$ cat config.mk
export PLATFORM = sky130hd
export DESIGN_NAME = anchored_entry_pattern_filter_flat
export DESIGN_NICKNAME = d
export VERILOG_FILES = /design/src/design/aepf_pkg.sv /design/src/design/aepf_if.sv /design/src/design/aepf_cell.sv /design/src/design/aepf_chain.sv /design/src/design/anchored_entry_pattern_filter.sv /design/src/flat_wrapper.sv
export SDC_FILE = /design/constraint.sdc
export NUM_CORES = 1
export LEC_CHECK = 0
export BUFFER_PORTS_ARGS = -buffer_cell sky130_fd_sc_hd__buf_2
export CORE_MARGIN = 8
export CORE_UTILIZATION = 65
export DETAILED_ROUTE_END_ITERATION = 8
export PLACE_DENSITY = 0.92
export SLEW_MARGIN = 20
export SYNTH_ARGS = -nofsm -noshare
export SYNTH_HDL_FRONTEND = slang
export SYNTH_HIERARCHICAL = 1
export SYNTH_SLANG_ARGS = --single-unit
$ cat constraint.sdc
create_clock -name clk -period 9.6 [get_ports clk]
set_clock_uncertainty 0.15 [all_clocks]
set_input_delay 0.96 -clock clk [delete_from_list [all_inputs] [get_ports clk]]
set_output_delay 0.96 -clock clk [all_outputs]
set_load 0.1 [all_outputs]
$ cat src/design/aepf_pkg.sv
// aepf_pkg: shared types, character constants and helpers for the
// anchored entry pattern filter. No dependencies.

package aepf_pkg;

  // item kind carried in the mode field
  localparam logic MODE_PATTERN = 1'b0;
  localparam logic MODE_TEXT    = 1'b1;

  // anchor characters
  localparam logic [7:0] CHAR_CARET  = 8'h5E;
  localparam logic [7:0] CHAR_DOLLAR = 8'h24;
  localparam logic [7:0] CHAR_SPACE  = 8'h20;
  localparam logic [7:0] CHAR_TAB    = 8'h09;
  localparam logic [7:0] CHAR_CR     = 8'h0D;

  // control sent from the line controller to every cell of the chain
  typedef struct packed {
    logic load_clear;  // new pattern starts: drop stored bytes and cell states
    logic load_write;  // store one pattern byte in the first free cell
    logic match_en;    // headword byte: advance the shift-and chain
    logic first;       // byte is the first of its line
    logic start_ok;    // cell zero may start a match on this byte
    logic cell_clear;  // drop all partial matches
  } chain_ctrl_t;

  // summary returned by the chain
  typedef struct packed {
    logic empty;        // no pattern byte stored
    logic full;         // every cell holds a pattern byte
    logic tail_active;  // the last stored cell holds a complete match
  } chain_stat_t;

  // space, tab, LF, VT, FF and CR
  function automatic logic is_blank(input logic [7:0] c);
    return (c == CHAR_SPACE) || ((c >= CHAR_TAB) && (c <= CHAR_CR));
  endfunction

endpackage

$ cat src/design/aepf_if.sv
// aepf_if: request and result channel interfaces of the pattern filter.
// Depends on nothing; used by the top level.

interface aepf_in_if;
  logic       valid;
  logic       ready;
  logic       mode;
  logic [7:0] text_char;
  logic       last;

  modport source (output valid, mode, text_char, last, input ready);
  modport sink (input valid, mode, text_char, last, output ready);
endinterface

interface aepf_out_if;
  logic valid;
  logic ready;
  logic print_line;
  logic entry_head;
  logic pattern_overflow;

  modport source (output valid, print_line, entry_head, pattern_overflow, input ready);
  modport sink (input valid, print_line, entry_head, pattern_overflow, output ready);
endinterface

$ cat src/design/aepf_cell.sv
// aepf_cell: one position of the shift-and chain; holds a pattern byte,
// its used bit and its match bit. Depends on aepf_pkg.

module aepf_cell (
  input  logic                 clk,
  input  logic                 rst,
  input  aepf_pkg::chain_ctrl_t ctrl,
  input  logic [7:0]           text_char,
  input  logic                 prev_active,  // neighbour match bit, already gated
  input  logic                 prev_used,    // neighbour used bit, already gated
  input  logic                 next_used,
  output logic                 active,
  output logic                 used,
  output logic                 tail_hit
);

  logic [7:0] pattern_byte;
  logic       used_eff;
  logic       write_here;

  // this cell is the first free one when its neighbour is taken
  assign used_eff   = used & ~ctrl.load_clear;
  assign write_here = ctrl.load_write & prev_used & ~used_eff;

  // pattern byte storage
  always_ff @(posedge clk) begin
    if (write_here) begin
      pattern_byte <= text_char;
    end
  end

  // used bit
  always_ff @(posedge clk) begin
    if (rst) begin
      used <= 1'b0;
    end else if (write_here) begin
      used <= 1'b1;
    end else if (ctrl.load_clear) begin
      used <= 1'b0;
    end
  end

  // match bit takes the neighbour's bit when the byte agrees
  always_ff @(posedge clk) begin
    if (rst) begin
      active <= 1'b0;
    end else if (ctrl.match_en) begin
      active <= prev_active & used & (pattern_byte == text_char);
    end else if (ctrl.cell_clear) begin
      active <= 1'b0;
    end
  end

  // last stored cell reports a complete match
  assign tail_hit = active & used & ~next_used;

endmodule

$ cat src/design/aepf_chain.sv
// aepf_chain: row of aepf_cell instances wired neighbour to neighbour,
// with the chain summary. Depends on aepf_pkg and aepf_cell.

module aepf_chain #(
  parameter int PATTERN_MAX = 64
) (
  input  logic                  clk,
  input  logic                  rst,
  input  aepf_pkg::chain_ctrl_t ctrl,
  input  logic [7:0]            text_char,
  output aepf_pkg::chain_stat_t stat
);

  logic [PATTERN_MAX-1:0] active;
  logic [PATTERN_MAX-1:0] used;
  logic [PATTERN_MAX-1:0] tail_hit;
  logic [PATTERN_MAX-1:0] link_active;
  logic [PATTERN_MAX-1:0] link_used;
  logic [PATTERN_MAX-1:0] link_next;

  // links between neighbours
  assign link_active[0] = ctrl.start_ok;
  assign link_used[0]   = 1'b1;
  assign link_next[PATTERN_MAX-1] = 1'b0;

  for (genvar k = 1; k < PATTERN_MAX; k++) begin : g_link
    assign link_active[k] = active[k-1] & ~ctrl.first;
    assign link_used[k]   = used[k-1] & ~ctrl.load_clear;
    assign link_next[k-1] = used[k];
  end

  for (genvar k = 0; k < PATTERN_MAX; k++) begin : g_cell
    aepf_cell u_cell (
      .clk         (clk),
      .rst         (rst),
      .ctrl        (ctrl),
      .text_char   (text_char),
      .prev_active (link_active[k]),
      .prev_used   (link_used[k]),
      .next_used   (link_next[k]),
      .active      (active[k]),
      .used        (used[k]),
      .tail_hit    (tail_hit[k])
    );
  end

  // summary
  assign stat.empty       = ~used[0];
  assign stat.full        = used[PATTERN_MAX-1];
  assign stat.tail_active = |tail_hit;

endmodule

$ cat src/design/anchored_entry_pattern_filter.sv
// anchored_entry_pattern_filter: top level with line and entry control and
// the result register. Depends on aepf_pkg, aepf_if and aepf_chain.

// Load a pattern with mode 0 requests (last on the final byte; a leading '^'
// anchors to the line start, a trailing '$' to the line end), then stream
// dictionary bytes with mode 1, one request per line byte and a request with
// last set for each newline. The block takes one request every cycle: each
// byte is compared against all PATTERN_MAX pattern positions at once in a row
// of cells that hand their match bit to the next cell, so there is no
// per-byte iteration. The result of a newline sits in the output register
// from the cycle after that newline is taken. Requests keep flowing while the
// sink takes results as they come; while a result waits on a stalled sink no
// request is taken. A pattern longer than PATTERN_MAX bytes is flagged as
// overflowed and never matches a headword line.

module anchored_entry_pattern_filter #(
  parameter int PATTERN_MAX = 64
) (
  input logic     clk,
  input logic     rst,
  aepf_in_if.sink   item,
  aepf_out_if.source report
);

  aepf_pkg::chain_ctrl_t ctrl;
  aepf_pkg::chain_stat_t stat;

  logic loading;
  logic anchor_start;
  logic anchor_end;
  logic overflow_flag;
  logic at_line_start;
  logic line_is_head;
  logic found_in_line;
  logic match_pending;
  logic entry_matched;
  logic out_valid;
  logic out_print;
  logic out_head;
  logic out_overflow;

  logic accept;
  logic is_load;
  logic text_byte;
  logic newline;
  logic load_start;
  logic caret_skip;
  logic dollar_end;
  logic store_full;
  logic store_byte;
  logic overflow_set;
  logic head_now;
  logic head_at_end;
  logic found_eff;
  logic line_ok;

  // request handshake
  assign item.ready = ~out_valid | report.ready;
  assign accept     = item.valid & item.ready;

  // request decode
  assign is_load   = accept & (item.mode == aepf_pkg::MODE_PATTERN);
  assign text_byte = accept & (item.mode == aepf_pkg::MODE_TEXT) & ~item.last;
  assign newline   = accept & (item.mode == aepf_pkg::MODE_TEXT) & item.last;

  // pattern load decisions
  assign load_start   = is_load & ~loading;
  assign caret_skip   = load_start & (item.text_char == aepf_pkg::CHAR_CARET);
  assign dollar_end   = is_load & ~caret_skip & item.last
                        & (item.text_char == aepf_pkg::CHAR_DOLLAR);
  assign store_full   = stat.full & ~load_start;
  assign store_byte   = is_load & ~caret_skip & ~dollar_end;
  assign overflow_set = store_byte & store_full;

  // headword tracking
  assign head_now    = at_line_start ? ~aepf_pkg::is_blank(item.text_char) : line_is_head;
  assign head_at_end = ~at_line_start & line_is_head;

  // chain control
  assign ctrl.load_clear = load_start;
  assign ctrl.load_write = store_byte & ~store_full;
  assign ctrl.match_en   = text_byte & head_now;
  assign ctrl.first      = text_byte & at_line_start;
  assign ctrl.start_ok   = ~anchor_start | at_line_start;
  assign ctrl.cell_clear = load_start | newline | (text_byte & at_line_start);

  aepf_chain #(
    .PATTERN_MAX (PATTERN_MAX)
  ) u_chain (
    .clk       (clk),
    .rst       (rst),
    .ctrl      (ctrl),
    .text_char (item.text_char),
    .stat      (stat)
  );

  // the chain shows last cycle's byte now; fold its end check into the flag
  assign found_eff = found_in_line
                     | (match_pending & ~anchor_end & (stat.empty | stat.tail_active));

  // verdict for the headword line being closed
  always_comb begin
    if (overflow_flag) begin
      line_ok = 1'b0;
    end else if (anchor_end) begin
      line_ok = stat.empty ? ~anchor_start : stat.tail_active;
    end else begin
      line_ok = found_eff;
    end
  end

  // pattern load state
  always_ff @(posedge clk) begin
    if (rst) begin
      loading       <= 1'b0;
      anchor_start  <= 1'b0;
      anchor_end    <= 1'b0;
      overflow_flag <= 1'b0;
    end else if (is_load) begin
      loading <= ~item.last;
      if (load_start) begin
        anchor_start  <= caret_skip;
        anchor_end    <= dollar_end;
        overflow_flag <= overflow_set;
      end else begin
        anchor_end    <= anchor_end | dollar_end;
        overflow_flag <= overflow_flag | overflow_set;
      end
    end
  end

  // line and entry state
  always_ff @(posedge clk) begin
    if (rst) begin
      at_line_start <= 1'b1;
      line_is_head  <= 1'b0;
      found_in_line <= 1'b0;
      match_pending <= 1'b0;
      entry_matched <= 1'b0;
    end else begin
      match_pending <= ctrl.match_en;
      if (text_byte) begin
        at_line_start <= 1'b0;
        line_is_head  <= head_now;
        found_in_line <= at_line_start ? 1'b0 : found_eff;
      end else if (newline) begin
        at_line_start <= 1'b1;
        line_is_head  <= 1'b0;
        found_in_line <= 1'b0;
        if (head_at_end) begin
          entry_matched <= line_ok;
        end
      end else begin
        found_in_line <= found_eff;
      end
    end
  end

  // result register
  always_ff @(posedge clk) begin
    if (rst) begin
      out_valid <= 1'b0;
    end else if (newline) begin
      out_valid <= 1'b1;
    end else if (report.ready) begin
      out_valid <= 1'b0;
    end
  end

  always_ff @(posedge clk) begin
    if (newline) begin
      out_print    <= head_at_end ? line_ok : entry_matched;
      out_head     <= head_at_end;
      out_overflow <= overflow_flag;
    end
  end

  assign report.valid            = out_valid;
  assign report.print_line       = out_print;
  assign report.entry_head       = out_head;
  assign report.pattern_overflow = out_overflow;

`ifndef SYNTHESIS
  // a pending end check always follows a headword byte
  a_pending_after_byte: assert property (@(posedge clk) disable iff (rst)
    match_pending |-> $past(text_byte))
    else $error("end check pending without a headword byte");

  // overflow only arises with every cell taken
  a_overflow_full: assert property (@(posedge clk) disable iff (rst)
    overflow_flag |-> stat.full)
    else $error("overflow flagged while the chain has room");

  // an overflowed pattern never matches a headword line
  a_overflow_no_print: assert property (@(posedge clk) disable iff (rst)
    (report.valid && report.entry_head && report.pattern_overflow) |-> !report.print_line)
    else $error("overflowed pattern reported a match");

  // between lines no headword or match state survives
  a_line_start_clean: assert property (@(posedge clk) disable iff (rst)
    at_line_start |-> (!line_is_head && !found_in_line))
    else $error("line state left over at line start");
`endif

endmodule

$ cat src/flat_wrapper.sv
// flat-port wrapper written by rule: the top's interface ports become plain ports
module anchored_entry_pattern_filter_flat 
#(
  parameter int PATTERN_MAX = 64
)
  (clk, rst, item_valid, item_mode, item_text_char, item_last, item_ready, report_valid, report_print_line, report_entry_head, report_pattern_overflow, report_ready);
  aepf_in_if item_i ();
  aepf_out_if report_i ();
  input logic clk;
  input logic rst;
  input wire logic [$bits(item_i.valid)-1:0] item_valid;
  input wire logic [$bits(item_i.mode)-1:0] item_mode;
  input wire logic [$bits(item_i.text_char)-1:0] item_text_char;
  input wire logic [$bits(item_i.last)-1:0] item_last;
  output wire logic [$bits(item_i.ready)-1:0] item_ready;
  output wire logic [$bits(report_i.valid)-1:0] report_valid;
  output wire logic [$bits(report_i.print_line)-1:0] report_print_line;
  output wire logic [$bits(report_i.entry_head)-1:0] report_entry_head;
  output wire logic [$bits(report_i.pattern_overflow)-1:0] report_pattern_overflow;
  input wire logic [$bits(report_i.ready)-1:0] report_ready;
  assign item_i.valid = item_valid;
  assign item_i.mode = item_mode;
  assign item_i.text_char = item_text_char;
  assign item_i.last = item_last;
  assign item_ready = item_i.ready;
  assign report_valid = report_i.valid;
  assign report_print_line = report_i.print_line;
  assign report_entry_head = report_i.entry_head;
  assign report_pattern_overflow = report_i.pattern_overflow;
  assign report_i.ready = report_ready;
  anchored_entry_pattern_filter #(.PATTERN_MAX(PATTERN_MAX)) u_core (.clk(clk), .rst(rst), .item(item_i), .report(report_i));
endmodule
Word-level counts from Yosys, hierarchy flattened
Cells that the tools add are included.
{ "word_totals": {"output_inout_bits": 5, "ff_bits": 653, "inputBits": 14} }
{ "classes": {"n_lt_le_gt_ge": 2, "eq_ne": 67, "n_bitwise": 676, "mux": 146, "n_reduce_logical": 72} }
{ "ops": {"columns": ["cell", "n"], "rows": [
  ["AND 1 bit", 527],
  ["equality test 8 bit", 64],
  ["two-way mux 1 bit", 146],
  ["NOT 1 bit", 141],
  ["nonzero test 2 bit", 67],
  ["OR reduction 64 bit", 1],
  ["equality test 8 x 6 -> 1 bit, second input constant", 2],
  ["equality test 8 x 7 -> 1 bit, second input constant", 1],
  [">= comparator 8 x 4 -> 1 bit, second input constant", 1],
  ["less-or-equal comparator 8 x 4 -> 1 bit, second input constant", 1],
  ["bitwise OR 1 bit", 8],
  ["AND reduction 2 bit", 2],
  ["logical AND 1 bit", 1],
  ["logical OR 1 bit", 1]
]} }

Logic depth before layout (Yosys ltp)
Gate-level depths: netlist of the first run.
{ "logic_depth": {"ltp_word": 16, "mapped_depth": 10} }

Hierarchy
The synthesis of the first run kept the hierarchy.
{ "modules_own_cells": {"columns": ["mod", "cells_each", "area_per_inst_um2", "instances"], "rows": [
  ["aepf_cell", 30, 417.9, 64],
  ["aepf_chain", 163, 988.4, 1],
  ["anchored_entry_pattern_filter", 81, 710.7, 1]
]} }

Worst setup path before layout of the first run
Ideal clock, no wire load.
{ "synth_path": {"kind": "in2reg", "startpoint": "in report_ready", "endpoint": "reg u_core.u_chain.g_cell[0].u_cell.active", "t_arrival_ns": 6.990, "cell_stages": 9, "required_time_ns": 9.329, "setup_slack_ns": 2.339, "path_cell_list": "nor2b_4 -> inv_1 -> nand3_1 -> or3_1 -> nor2_1 -> nand4b_1 -> nor4_1 -> nand4_1 -> o41ai_1"} }
{ "synth_lines": {"columns": ["item", "line", "text"], "rows": [
  ["start, declared", "flat_wrapper.sv:20", "input wire logic [$bits(report_i.ready)-1:0] report_ready;"],
  ["end signal, assigned", "aepf_cell.sv:48", "active <= prev_active & used & (pattern_byte == text_char);"],
  ["end, declared", "aepf_cell.sv:12", "output logic active,"]
]} }

==> run_summary.xml, run 1 <==
<?xml version="1.0" encoding="UTF-8"?>
<metrics>
  <group name="clock_tree">
    <metric name="ctsResizeCount" unit="">0</metric>
    <metric name="cts.reportedPaths.clkPinSlew" unit="ps">60</metric>
    <metric name="tritoncts.num_buffers" unit="">61</metric>
    <metric name="clkLatencyLatePin" unit="ps">620</metric>
    <metric name="cts.htree.levels" unit="">2</metric>
    <metric name="holdBufCountCts" unit="">0</metric>
    <metric name="cts_post_setup_buffers_inserted" unit="">0</metric>
    <metric name="tritoncts" unit="">yes</metric>
    <metric name="root_buffer_cell" unit="">sky130_fd_sc_hd__clkbuf_16</metric>
    <metric name="cts-root-to-sink-buffers" unit="">3</metric>
    <metric name="clkSinkCount" unit="">653</metric>
  </group>
  <group name="power">
    <metric name="ir_worst_vdd" unit="uV">161</metric>
    <metric name="p_switching" unit="uW">1220</metric>
    <metric name="share_seq_of_total_power" unit="%">53.9</metric>
    <metric name="share_clk_of_total_power" unit="%">41.0</metric>
    <metric name="cellPowerDensity" unit="nW/um^2">180</metric>
    <metric name="swShare" unit="%">21.6</metric>
    <metric name="p_int" unit="uW">4440</metric>
    <metric name="leakagePower" unit="uW">0.0103</metric>
    <metric name="power.combinational.fraction" unit="%">5.1</metric>
  </group>
  <group name="layout">
    <metric name="nets" unit="">2266</metric>
    <metric name="flow.area_growth_from_synthesis" unit="%">10.4</metric>
    <metric name="final_cells" unit="">2891</metric>
    <metric name="drive_above_1_share" unit="%">6.12</metric>
    <metric name="largest_reg_flops" unit="">512</metric>
    <metric name="largest_register" unit="">u_core/u_chain/g_cell.u_cell/pattern_byte</metric>
    <metric name="design_area" unit="um^2">31400</metric>
    <metric name="post_route_utilization" unit="%">72.7</metric>
    <metric name="registers_with_the_most_flip_flops" unit="">u_core/u_chain/g_cell.u_cell/pattern_byte x512, u_core/u_chain/g_cell.u_cell/active x64, u_core/u_chain/g_cell.u_cell/used x64</metric>
  </group>
  <group name="logic_synthesis">
    <metric name="synth.avg_cell_area" unit="um^2">13.1</metric>
    <metric name="synthArstFlopShare" unit="%">0</metric>
    <metric name="synth.ff_latch_count" unit="">653</metric>
    <metric name="yosysWarningCount" unit="">6</metric>
    <metric name="synth_ff_type" unit="">sky130_fd_sc_hd__edfxtp_1</metric>
    <metric name="yosysTopAreaCellShare" unit="%">54.4</metric>
    <metric name="ys_seq_area_share" unit="%">64.1</metric>
    <metric name="leading_cell_types_by_total_area_after_synthesis" unit="">sky130_fd_sc_hd__edfxtp_1, sky130_fd_sc_hd__xor2_1, sky130_fd_sc_hd__dfxtp_1</metric>
    <metric name="synth.top_cells.by_count" unit="">sky130_fd_sc_hd__edfxtp_1, sky130_fd_sc_hd__xor2_1, sky130_fd_sc_hd__nor2b_1</metric>
    <metric name="postSynthNetCount" unit="">2178</metric>
    <metric name="most_used_standard_cell_by_instance_count_after_synthesis" unit="">sky130_fd_sc_hd__edfxtp_1</metric>
    <metric name="syn_area" unit="um^2">28400</metric>
    <metric name="netlist_instances" unit="">2164</metric>
    <metric name="synth_cell_type_count" unit="">42</metric>
    <metric name="netlist.top_cell.by_area" unit="">sky130_fd_sc_hd__edfxtp_1</metric>
    <metric name="number_of_synthesized_flops_with_an_enable_pin" unit="">515</metric>
  </group>
  <group name="flow_run">
    <metric name="number_of_maximum_capacitance_constraint_violations" unit="">0</metric>
  </group>
  <group name="timing">
    <metric name="final_max_slew_viol_count" unit="">0</metric>
    <metric name="max_freq" unit="MHz">229</metric>
    <metric name="post-route-period-util" unit="%">45.4</metric>
    <metric name="hold_viol_final" unit="">0</metric>
    <metric name="final_period_minus_worst_setup_slack" unit="ps">4360</metric>
    <metric name="max_slew_margin" unit="%">28.1</metric>
    <metric name="setup_viol" unit="">0</metric>
    <metric name="totalNegativeSetupSlack" unit="ps">0</metric>
    <metric name="grt_setup_unrepaired" unit="">no</metric>
    <metric name="max_slew.worst_pin.slew" unit="ps">1080</metric>
  </group>
  <group name="placed_design">
    <metric name="detailedPlacementHpwl" unit="mm">32.1</metric>
    <metric name="gp_congestion" unit="">0.790</metric>
    <metric name="post_dp_cell_area" unit="um^2">29500</metric>
    <metric name="portBuffers" unit="">18</metric>
    <metric name="placed_cells" unit="">2774</metric>
  </group>
  <group name="floorplanning">
    <metric name="coreArea" unit="um^2">43200</metric>
    <metric name="design.die.area" unit="um^2">50700</metric>
    <metric name="core.rowCount" unit="">76</metric>
    <metric name="floorplan.die.width" unit="um">225</metric>
    <metric name="start_util" unit="%">65.9</metric>
    <metric name="design.portCount" unit="">19</metric>
    <metric name="die_height" unit="um">225</metric>
  </group>
  <group name="outcome">
    <metric name="outcome" unit="">finished, final reports clean</metric>
  </group>
  <group name="global_routing">
    <metric name="track_usage" unit="%">24.7</metric>
    <metric name="grt-ovfl-total" unit="">0</metric>
    <metric name="number_of_antenna_violations_at_the_first_check_in_global_routing" unit="">1</metric>
    <metric name="global_route_wire_length_before_repair" unit="mm">100</metric>
    <metric name="grt_pass1_vias" unit="">18800</metric>
    <metric name="grt_max_degree" unit="">79</metric>
  </group>
  <group name="worst_setup_path">
    <metric name="kind_of_start_point_of_the_critical_path" unit="">input pin</metric>
    <metric name="critical_path_required" unit="ps">9930</metric>
    <metric name="worstSetupEndpointType" unit="">register</metric>
    <metric name="criticalPathCategory" unit="">in2reg</metric>
    <metric name="arrival_time_of_data_at_the_critical_path_endpoint" unit="ps">4690</metric>
    <metric name="critPathMaxFanout" unit="">71</metric>
  </group>
  <group name="route">
    <metric name="detail-route-antenna-nets" unit="">0</metric>
    <metric name="dr.first_iter.drc_count" unit="">1871</metric>
    <metric name="final_routed_drc_violation_total" unit="">0</metric>
    <metric name="totalWireLength" unit="mm">62.8</metric>
    <metric name="detailedRoute.firstPassIterationCount" unit="">6</metric>
    <metric name="wire_per_inst" unit="um">21.7</metric>
    <metric name="route.vias.total" unit="">18100</metric>
    <metric name="vias_per_cell" unit="">6.26</metric>
  </group>
  <group name="min_path">
    <metric name="hp-class" unit="">reg2reg</metric>
  </group>
</metrics>
path summary, 6_finish.rpt:
kind / cells after the start / startpoint / endpoint / slack, ps
worst max-delay path: 11 / item_text_char[6] / u_core/u_chain/g_cell[37].u_cell/active$_SDFFE_PP0P_ / 5240
worst min-delay path: 2 / u_core/u_chain/g_cell[55].u_cell/active$_SDFFE_PP0P_ / u_core/u_chain/g_cell[55].u_cell/active$_SDFFE_PP0P_ / 320
worst max register to register: 11 / u_core/report.valid$_SDFFE_PP0P_ / u_core/u_chain/g_cell[37].u_cell/active$_SDFFE_PP0P_ / 5540
worst min register to register: 2 / u_core/u_chain/g_cell[55].u_cell/active$_SDFFE_PP0P_ / u_core/u_chain/g_cell[55].u_cell/active$_SDFFE_PP0P_ / 320
routing by layer:
| metal | wire (um) | global-route usage, % | part of all wire [%] |
|---|---|---|---|
| met1 | 24400 | 31.0 | 39 |
| met2 | 30900 | 42.0 | 49 |
| met3 | 5250 | 4.55 | 8.4 |
| met4 | 2280 | 10.3 | 3.6 |
| met5 | 0 | 0 | 0 |
metrics by stage:
stage	power, uW	hold WS, ps	setup slack (ps)
final	5670	324	5240
after global routing	5820	353	5070
after CTS	5690	324	5400
after detailed placement	3390	314	4810
after global placement	3380	304	5040
after floorplan	3240	281	2340
cell type report:
type / instances / area (um^2)
Timing Repair Buffer: 41 / 319
Sequential cell: 653 / 18200
Tap cell: 585 / 732
Inverter: 69 / 259
Fill cell: 2527 / 11800
Clock inverter: 22 / 174
Clock buffer: 94 / 1760
Multi-Input combinational cell: 1426 / 9930
Antenna cell: 1 / 2.50
cells by family after synthesis:
group	count (synthesis)	synth area share [%]
AND/OR/NAND/NOR	764	15.4
flip-flops	653	64.1
AO/OA/AOI/OAI	148	3.58
other	2	0.0264
buffers and inverters	85	1.13
XOR/XNOR	512	15.8
critical path: stages:
cell                        delay [ps]
sky130_fd_sc_hd__buf_6             500
sky130_fd_sc_hd__nor3_1            180
sky130_fd_sc_hd__o2111ai_1         170
sky130_fd_sc_hd__o21ai_0           280
sky130_fd_sc_hd__nor2_4            160
sky130_fd_sc_hd__buf_4             610
sky130_fd_sc_hd__buf_4             840
sky130_fd_sc_hd__nand4b_1          190
sky130_fd_sc_hd__nor4_1            370
sky130_fd_sc_hd__nand4_1           170
sky130_fd_sc_hd__o41ai_1           120
placed cells by master (no fill, tap or decap), types with 67 or more instances in the layout:
master and count:
sky130_fd_sc_hd__a21oi_1 70, sky130_fd_sc_hd__dfxtp_1 138, sky130_fd_sc_hd__edfxtp_1 515, sky130_fd_sc_hd__inv_1 68, sky130_fd_sc_hd__nand2_1 131, sky130_fd_sc_hd__nand2b_1 67
sky130_fd_sc_hd__nand4_1 68, sky130_fd_sc_hd__nor2_1 73, sky130_fd_sc_hd__nor2b_1 191, sky130_fd_sc_hd__nor3_1 70, sky130_fd_sc_hd__nor4_1 79, sky130_fd_sc_hd__xnor2_1 128
sky130_fd_sc_hd__xor2_1 384
power by group through the flow:
stage	logic (uW)	clock network [uW]	registers (uW)
after floorplan	123	0	3110
after global placement	270	0	3110
after detailed placement	282	0	3110
after CTS	287	2350	3050
after global routing	308	2460	3050
final	290	2320	3050
Note: power is estimated with default switching activity, not from simulation.
==> inputs of run 2 (changes only) <==
Settings changed: CORE_UTILIZATION 65 to 63, PLACE_DENSITY 0.92 to 0.9.
Clock period 9.6 ns to 4.5 ns, I/O delays scaled along.
==> run 2 against run 1 <==
  * Register-to-register slack lost 4600 ps
  * Largest cell class unchanged
  * Clock power grew 110%
  * Sequential share of layout area shrank 0.18 points
  * Cell area grew 0.30%
  * Largest power group unchanged
  * Global-route usage shrank 1.5 points
  * First-iteration DRC count grew 7.9%
  * Highest routed layer is now met5
==> run_summary.xml, run 2 (same netlist as run 1, synthesis figures left out) <==
<?xml version="1.0" encoding="UTF-8"?>
<metrics>
  <group name="outcome">
    <metric name="outcome" unit="">finished, final reports clean</metric>
  </group>
  <group name="layout">
    <metric name="registers_with_the_most_flip_flops" unit="">u_core/u_chain/g_cell.u_cell/pattern_byte x512, u_core/u_chain/g_cell.u_cell/active x64, u_core/u_chain/g_cell.u_cell/used x64</metric>
    <metric name="largest_reg_flops" unit="">512</metric>
    <metric name="largest_register" unit="">u_core/u_chain/g_cell.u_cell/pattern_byte</metric>
    <metric name="design_area" unit="um^2">31500</metric>
    <metric name="mostFrequentLayoutCells" unit="">sky130_fd_sc_hd__edfxtp_1, sky130_fd_sc_hd__xor2_1, sky130_fd_sc_hd__nor2b_1, sky130_fd_sc_hd__dfxtp_1, sky130_fd_sc_hd__nand2_1</metric>
    <metric name="drive_above_1_share" unit="%">6.11</metric>
    <metric name="nets" unit="">2271</metric>
    <metric name="layout_commonest_cell" unit="">sky130_fd_sc_hd__edfxtp_1</metric>
    <metric name="final_cells" unit="">2909</metric>
    <metric name="flow.area_growth_from_synthesis" unit="%">10.7</metric>
    <metric name="n_fill_cell" unit="">2722</metric>
  </group>
  <group name="route">
    <metric name="totalWireLength" unit="mm">62.1</metric>
    <metric name="final_routed_drc_violation_total" unit="">0</metric>
    <metric name="vias_per_cell" unit="">6.16</metric>
    <metric name="dr.first_iter.drc_count" unit="">2019</metric>
    <metric name="route.vias.total" unit="">17900</metric>
    <metric name="wire_per_inst" unit="um">21.3</metric>
    <metric name="detail-route-antenna-nets" unit="">0</metric>
    <metric name="detailedRoute.firstPassIterationCount" unit="">6</metric>
  </group>
  <group name="worst_setup_path">
    <metric name="crit_path_max_incr_delay" unit="ps">840</metric>
    <metric name="path_buf_inv" unit="">4</metric>
    <metric name="worstPathCellList" unit="">dlygate4sd3_1, buf_2, nor2b_4, clkinvlp_4, nand3_1, or3_1, nor2_4, buf_12, nand4b_1, nor4_1, nand4_1, o41ai_1</metric>
    <metric name="criticalPathCategory" unit="">in2reg</metric>
    <metric name="crit_cells" unit="">12</metric>
    <metric name="worstSetupEndpointType" unit="">register</metric>
    <metric name="reg2reg_from" unit="">u_core/report.valid$_SDFFE_PP0P_</metric>
    <metric name="critical-path-slowest-cell" unit="">sky130_fd_sc_hd__nor2_4</metric>
    <metric name="critical_path_required" unit="ps">4850</metric>
    <metric name="kind_of_start_point_of_the_critical_path" unit="">input pin</metric>
    <metric name="r2r-end" unit="">u_core/u_chain/g_cell[35].u_cell/active$_SDFFE_PP0P_</metric>
    <metric name="ff2ff_path_depth" unit="">10</metric>
    <metric name="rrSetupSlack" unit="ps">920</metric>
    <metric name="critPathTopFamily" unit="">simple AND/OR/NAND/NOR gates</metric>
    <metric name="arrival_time_of_data_at_the_critical_path_endpoint" unit="ps">4020</metric>
    <metric name="critPathMaxFanout" unit="">37</metric>
  </group>
  <group name="global_routing">
    <metric name="track_usage" unit="%">23.2</metric>
    <metric name="grt-ovfl-total" unit="">0</metric>
    <metric name="grt_pass1_vias" unit="">18600</metric>
    <metric name="grt_max_degree" unit="">129</metric>
    <metric name="number_of_antenna_violations_at_the_first_check_in_global_routing" unit="">2</metric>
    <metric name="global_route_wire_length_before_repair" unit="mm">98.6</metric>
  </group>
  <group name="floorplanning">
    <metric name="core.rowCount" unit="">78</metric>
    <metric name="floorplan.die.width" unit="um">228</metric>
    <metric name="die_height" unit="um">228</metric>
    <metric name="design.portCount" unit="">19</metric>
    <metric name="design.die.area" unit="um^2">52200</metric>
    <metric name="coreArea" unit="um^2">45000</metric>
    <metric name="start_util" unit="%">63.2</metric>
  </group>
  <group name="placed_design">
    <metric name="portBuffers" unit="">18</metric>
    <metric name="post_dp_cell_area" unit="um^2">29600</metric>
    <metric name="gp_congestion" unit="">0.785</metric>
    <metric name="placed_cells" unit="">2792</metric>
    <metric name="detailedPlacementHpwl" unit="mm">33.2</metric>
  </group>
  <group name="min_path">
    <metric name="hold_path_depth" unit="">1</metric>
    <metric name="hold_start" unit="">item_text_char[7]</metric>
    <metric name="timing.hold.worst_endpoint" unit="">u_core/u_chain/g_cell[2].u_cell/pattern_byte[7]$_DFFE_PP_</metric>
    <metric name="hp-class" unit="">in2reg</metric>
  </group>
  <group name="timing">
    <metric name="post-route-period-util" unit="%">81.6</metric>
    <metric name="hold_viol_final" unit="">0</metric>
    <metric name="final_max_slew_viol_count" unit="">0</metric>
    <metric name="max_freq" unit="MHz">272</metric>
    <metric name="setup_viol" unit="">0</metric>
    <metric name="totalNegativeSetupSlack" unit="ps">0</metric>
    <metric name="grt_setup_unrepaired" unit="">no</metric>
    <metric name="final_period_minus_worst_setup_slack" unit="ps">3670</metric>
    <metric name="max_slew.worst_pin.slew" unit="ps">1100</metric>
    <metric name="max_slew_margin" unit="%">26.4</metric>
  </group>
  <group name="clock_tree">
    <metric name="clkLatencyLatePin" unit="ps">630</metric>
    <metric name="cts-root-to-sink-buffers" unit="">3</metric>
    <metric name="tritoncts" unit="">yes</metric>
    <metric name="cts.htree.levels" unit="">2</metric>
    <metric name="tritoncts.num_buffers" unit="">61</metric>
    <metric name="cts.reportedPaths.clkPinSlew" unit="ps">60</metric>
    <metric name="root_buffer_cell" unit="">sky130_fd_sc_hd__clkbuf_16</metric>
    <metric name="clkSinkCount" unit="">653</metric>
  </group>
  <group name="power">
    <metric name="leakagePower" unit="uW">0.0103</metric>
    <metric name="ir_worst_vdd" unit="uV">346</metric>
    <metric name="cellPowerDensity" unit="nW/um^2">382</metric>
    <metric name="power" unit="uW">12000</metric>
  </group>
  <group name="flow_run">
    <metric name="number_of_maximum_capacitance_constraint_violations" unit="">0</metric>
  </group>
</metrics>
## run 2: changes by cell type in the layout (fill, tap and decap cells not counted), sizes merged
cell	delta
clkbuf	+8
clkinv	-6
dlygate4sd3	+2
inv	-2
bufinv	-2
buf	+3
## run 2: per-layer routing
metal	routed length [um]	global-route usage, %	vias up
li1	-	-	8027
met1	24400	29.4	8863
met2	30700	39.5	852
met4	1830	9.42	2
met3	5090	3.90	175
met5	12	0	-
## run 2: worst max-delay path by stage
stage	startpoint	to	slack (ps)
after floorplan	u_core/report.valid$_SDFFE_PP0P_	u_core/u_chain/g_cell[0].u_cell/active$_SDFFE_PP0P_	230
after global placement	item_text_char[1]	u_core/u_chain/g_cell[20].u_cell/active$_SDFFE_PP0P_	1020
after detailed placement	item_text_char[4]	u_core/u_chain/g_cell[25].u_cell/active$_SDFFE_PP0P_	880
after CTS	report_ready	u_core/u_chain/g_cell[35].u_cell/active$_SDFFE_PP0P_	940
after global routing	report_ready	u_core/u_chain/g_cell[46].u_cell/active$_SDFFE_PP0P_	640
final	report_ready	u_core/u_chain/g_cell[35].u_cell/active$_SDFFE_PP0P_	830
## run 2: where the power goes
part	total (uW)	leakage, uW	internal [uW]	switching [uW]
clock network	4900	0.000926	2750	2140
registers	6510	0.00574	6500	6.66
logic	625	0.00367	177	448
## run 2: what timing repair did
item | CTS | global route
hold endpoints to repair | 2 | 0
setup buffers | 0 | 0
hold buffers | 2 | 0
gates resized for setup | 0 | 0
## run 2: final cells by class
type	count	area, um^2	share of cell area [%]
Sequential cell	653	18200	57.9
Multi-Input combinational cell	1426	9930	31.5
Clock buffer	102	1830	5.81
Tap cell	600	751	2.38
Timing Repair Buffer	46	424	1.35
Inverter	69	263	0.834
Clock inverter	12	72.6	0.230
Antenna cell	1	2.50	0.00794
## run 2: stage by stage
stage          utilization [%]  hold WS, ps  setup slack (ps)
2_1_floorplan                -          281               233
6_report                  70.0         42.4               830
5_1_grt                   70.0         35.4               637
3_3_place_gp              65.7          306              1020
4_1_cts                   70.0         16.3               936
3_5_place_dp              65.7          316               876
